===== src/hdl/ray_refraction_defines.svh =====
// assertion macros for the ray refraction block
`ifndef RAY_REFRACTION_DEFINES_SVH
`define RAY_REFRACTION_DEFINES_SVH

// clocked check, off while reset is asserted
`define RR_ASSERT_RST(label, prop, msg) \
    label: assert property (@(posedge clk) disable iff (!rst_n) prop) else $error(msg);

// clocked check that also holds through reset
`define RR_ASSERT_ANY(label, prop, msg) \
    label: assert property (@(posedge clk) prop) else $error(msg);

`endif


===== src/hdl/rr_isqrt.sv =====
module rr_isqrt #(
    parameter int W = 64
) (
    input  logic           clk,
    input  logic           en,
    input  logic [W-1:0]   x,
    output logic [W/2-1:0] root
);

    localparam int H = W / 2;

    logic [W-1:0] rem_reg [H];
    logic [H-1:0] res_reg [H];

    // one root bit per stage, most significant first
    for (genvar s = 0; s < H; s++)
    begin : g_step
        localparam int B = H - 1 - s;
        logic [W-1:0] rem_in;
        logic [H-1:0] res_in;
        logic [W:0]   trial;

        if (s == 0)
        begin : g_first
            assign rem_in = x;
            assign res_in = '0;
        end
        else
        begin : g_next
            assign rem_in = rem_reg[s-1];
            assign res_in = res_reg[s-1];
        end

        assign trial = ((W+1)'(res_in) << (B + 1)) | ((W+1)'(1) << (2 * B));

        always_ff @(posedge clk)
        begin
            if (en)
            begin
                if ({1'b0, rem_in} >= trial)
                begin
                    rem_reg[s] <= W'({1'b0, rem_in} - trial);
                    res_reg[s] <= res_in | (H'(1) << B);
                end
                else
                begin
                    rem_reg[s] <= rem_in;
                    res_reg[s] <= res_in;
                end
            end
        end
    end

    assign root = res_reg[H-1];

endmodule


===== config.mk =====
export PLATFORM = sky130hd
export DESIGN_NAME = rr_isqrt
export DESIGN_NICKNAME = d
export VERILOG_FILES = /design/src/hdl/ray_refraction_defines.svh /design/src/hdl/rr_isqrt.sv
export SDC_FILE = /design/constraint.sdc
export NUM_CORES = 2
export LEC_CHECK = 0
export BUFFER_PORTS_ARGS = -buffer_cell sky130_fd_sc_hd__buf_2
export CAP_MARGIN = 20
export CORE_ASPECT_RATIO = 1.2
export CORE_UTILIZATION = 33
export DETAILED_ROUTE_END_ITERATION = 8
export HOLD_SLACK_MARGIN = 0.03
export PLACE_DENSITY_LB_ADDON = 0.12
export SLEW_MARGIN = 5
export SYNTH_ARGS = -nofsm -noshare
export SYNTH_HDL_FRONTEND = slang
export SYNTH_SLANG_ARGS = --single-unit

===== constraint.sdc =====
create_clock -name clk -period 8.3 [get_ports clk]
set_input_delay 2.49 -clock clk [delete_from_list [all_inputs] [get_ports clk]]
set_output_delay 2.49 -clock clk [all_outputs]
set_load 0.03 [all_outputs]

After elaboration in Yosys (flattened, before gate mapping)
Memory sizes are Yosys's and may differ from the RTL's. Index checks and enable logic that the tools add are counted. W data, S select, Z words.

Add/subtract/negate cells: 32. $mul: 0. Div/mod/pow operators: 0. Order comparisons: 32. Eq/ne operators: 0. Shift operators: 0. Multiplexer cells: 256. Bitwise gates (word level): 64. Reduce and logical (&&, ||, !) cells: 0.

Operator list (number): $mux W64 (32); $mux W32 (32); $mux W1 (192); $ge A64 B33 Y1 (1); $ge A64 B34 Y1 (1); $ge A64 B35 Y1 (1); $ge A64 B36 Y1 (1); $ge A64 B37 Y1 (1); $ge A64 B38 Y1 (1); $ge A64 B39 Y1 (1); $ge A64 B40 Y1 (1); $ge A64 B41 Y1 (1); $ge A64 B42 Y1 (1); $ge A64 B43 Y1 (1); $ge A64 B44 Y1 (1); $ge A64 B45 Y1 (1); $ge A64 B46 Y1 (1); $ge A64 B47 Y1 (1); $ge A64 B48 Y1 (1); $ge A64 B49 Y1 (1); $ge A64 B50 Y1 (1); $ge A64 B51 Y1 (1); $ge A64 B52 Y1 (1); $ge A64 B53 Y1 (1); 44 further kinds (107).

Register bits: 0. Bits in latches: 0. Memory bits (writable): 3072. Memory bits (read-only): 0. Input port bits: 66. Output and inout port bits: 32. Word-level logic and storage cells: 386. Memories kept: 2.

Memory list: rem_reg (depth 32, bits a word 64, read ports 31, clocked after memory_dff 0, write ports 32, line rr_isqrt.sv:12) `logic [W-1:0] rem_reg [H];`; res_reg (depth 32, bits a word 32, read ports 32, clocked after memory_dff 0, write ports 32, line rr_isqrt.sv:13) `logic [H-1:0] res_reg [H];`.

Logic depth before layout (Yosys ltp)
An unclocked memory read counts as a cell.

Depth after elaboration: 6. Depth in mapped cells: 15. Depth with buffers taken out: 13.

Least setup slack after synthesis
OpenSTA, ideal clock, no wires.

Kind: in2reg. Start point: input port en. End point: memory rem_reg[27][0] (netlist: rem_reg[1][704]), enable pin. Library setup time: 0.483 ns. Data arrival time: 5.849 ns. Data required time: 7.817 ns. Slack: 1.968 ns. Stages on the path: 4. Cells stage by stage: clkbuf_1 -> clkbuf_1 -> clkbuf_1 -> clkbuf_1.

RTL lines: start, declared (line rr_isqrt.sv:5) `input logic en,`; end, declared (line rr_isqrt.sv:12).

==> results.sh <==
export IMPL_period_needed_ns=5.11
export IMPL_finClkSkew_ns=0.0868
export IMPL_rows=243
export IMPL_area_growth_pct=13.1
export IMPL_path_clk_slew_ns=0.06
export IMPL_cts_tree="built"
export IMPL_synthArstFlopShare=0
export IMPL_clock_sinks=2512
export IMPL_wl_per_cell_um=23.2
export IMPL_final_area_um2=137000
export IMPL_place_congestion=0.865
export IMPL_drive_gt1_frac=0.0743
export IMPL_finalHoldViolCount=0
export IMPL_layout_setup_ws_ns=3.19
export IMPL_relSlewSlack=0.223
export IMPL_yosysSeqAreaShare=0.620
export IMPL_drc=0
export IMPL_power_uw=38600
export IMPL_final_cell_mix="edfxtp_1 (2512), nand2_1 (787), inv_1 (685)"
export IMPL_grt_pass1_wl_um=518000
export IMPL_grt_overflow=0
export IMPL_r2r_slack_ns=3.19
export IMPL_worstHoldPathType="reg -> reg"
export IMPL_reg2reg_from="res_reg[1][307]"
export IMPL_worstMarginPinSlew_ns=1.16
export IMPL_drtAntennaViolNets=0
export IMPL_root_buffer="clkbuf_16"
export IMPL_endpoint="rem_reg[1][691]"
export IMPL_syn_area_um2=122000
export IMPL_critical_path_arrival_ns=5.71
export IMPL_ys_types=86
export IMPL_antenna_found_initial=3
export IMPL_vias=77524
export IMPL_pre_cts_slack_ns=2.34
export IMPL_synth_seq_cells=2512
export IMPL_design_core_area_um2=366000
export IMPL_synth_nets=10424
export IMPL_reg2reg_depth=11
export IMPL_nNetsFinal=10645
export IMPL_drv_slew=0
export IMPL_synth_edff_count=2512
export IMPL_cts_htree_levels=5
export IMPL_final_common_cell="edfxtp_1"
export IMPL_vias_per_cell=5.12
export IMPL_synthFlopType="edfxtp_1"
export IMPL_clk_path_buf_depth=4
export IMPL_cellPowerDensity_nw_per_um2=281
export IMPL_path_max_fanout=8
export IMPL_die_w_um=556
export IMPL_maxClockFrequency_mhz=196
export IMPL_period_share=0.616
export IMPL_post_cts_buffers=0
export IMPL_grt_max_degree=179
export IMPL_start_kind="flip-flop"
export IMPL_ys_warn_count=0
export IMPL_place_area_um2=128000
export IMPL_dieArea_um2=371000
export IMPL_r2r_end="rem_reg[1][691]"
export IMPL_tns_ns=0
export IMPL_drtPass1Iterations=6
export IMPL_finalSetupViolCount=0
export IMPL_portBuffers=97
export IMPL_numCtsBuffers=291
export IMPL_nFillCells=35005
export IMPL_holdWs_ns=0.396
export IMPL_grt_pass1_vias=78449
export IMPL_avgSynthCellArea_um2=12.4
export IMPL_status="finished, final reports clean"
export IMPL_postSynthCellCount=9800
export IMPL_clock_latency_ns=0.91
export IMPL_peakVddDrop_mv=0.165
export IMPL_cts_hold_buf=0
export IMPL_largest_reg_flops=1984
export IMPL_die_h_um=667
export IMPL_grtUsageTotal=0.186
export IMPL_design_portCount=98
export IMPL_cts_resized=0
export IMPL_rsz0062_at_grt="no"
export IMPL_start_util=0.332
export IMPL_maxCapViolCount=0
export IMPL_p_leak_uw=0.0506
export IMPL_drtIter0Drc=5918
export IMPL_worstSetupStartpoint="res_reg[1][307]"
export IMPL_hpwl_um=272000
export IMPL_endpoint_kind="flip-flop"
export IMPL_required_ns=8.89
export IMPL_totalWireLength_um=352000
export IMPL_worst_setup_path_type="reg -> reg"
-- cell usage after synthesis (all sizes together), types with 104 or more instances --
master / number / area [um2]
xor2: 438 / 3840
nor2: 539 / 2020
o21ai: 551 / 2760
a21oi: 488 / 2440
ha: 558 / 6980
nor3: 283 / 1420
nand4: 162 / 1010
inv: 686 / 2570
edfxtp: 2512 / 75400
or3: 104 / 656
nand2b: 118 / 738
clkbuf: 222 / 836
nand2: 787 / 2950
xnor2: 456 / 3990
nor4: 355 / 2240
nand3: 159 / 796
a21o: 254 / 1910
-- kinds of logic (layout without fill, tap and decap cells) --
| family | after synthesis | after routing | synth area share |
|---|---|---|---|
| simple gates | 2989 | 2989 | 0.127 |
| mux | 88 | 88 | 0.00804 |
| flops | 2512 | 2512 | 0.620 |
| fa+ha+maj | 558 | 558 | 0.0574 |
| other cells | 0 | 3 | 0 |
| compound gates | 1829 | 1829 | 0.0935 |
| xor+xnor | 894 | 894 | 0.0644 |
| buf+inv | 930 | 1370 | 0.0289 |
-- power by group --
part           switching, uW  internal (uW)
clock network           5350           7540
registers               1610          16100
logic                   4840           3120
-- metal layers --
layer,GRT usage,vias to the layer above,share of wire
met5,0,-,0
met4,0.0470,0,0.025
met3,0.0212,453,0.034
met2,0.352,1536,0.53
met1,0.222,38404,0.41
li1,-,37131,-
-- metrics by stage --
stage,instances,utilization
global route,15143,0.376
floorplan,9800,-
global placement,14623,0.350
finish,15143,0.376
CTS,15137,0.376
detailed placement,14625,0.350
-- worst max-delay path, cell delays in order, from the launching register on --
cell	delay [ns]
edfxtp_1	0.53
inv_1	0.09
ha_1	0.44
and3_1	0.34
nand2_1	0.12
nor4_1	0.93
a21oi_1	0.48
a211oi_1	0.58
nor3_2	0.13
nand4b_1	0.47
or4_1	0.56
xnor2_1	0.15
-- how the worst min path moves through the flow --
stage	start	cells after the start	to	slack (ns)
after floorplan	rem_reg[1][706]	0	rem_reg[1][770]	0.42
after global placement	rem_reg[0][979]	0	rem_reg[1][19]	0.43
after detailed placement	rem_reg[0][981]	0	rem_reg[1][21]	0.43
after CTS	rem_reg[0][551]	0	rem_reg[0][615]	0.39
after global routing	rem_reg[0][835]	0	rem_reg[0][899]	0.41
final	rem_reg[0][551]	0	rem_reg[0][615]	0.40
-- final cells by class --
type                    count  area, um2  area share
repair buffers            172       1160     0.00841
diodes                      3       7.51   0.0000546
clock inverters           173       1840      0.0134
flip-flops and latches   2512      75400       0.549
well taps                4900       6130      0.0446
inverters                 686       2570      0.0187
clock buffers             339       7610      0.0554
multi-input cells        6358      42700       0.311
No activity file was read; power rests on OpenSTA's default activity.
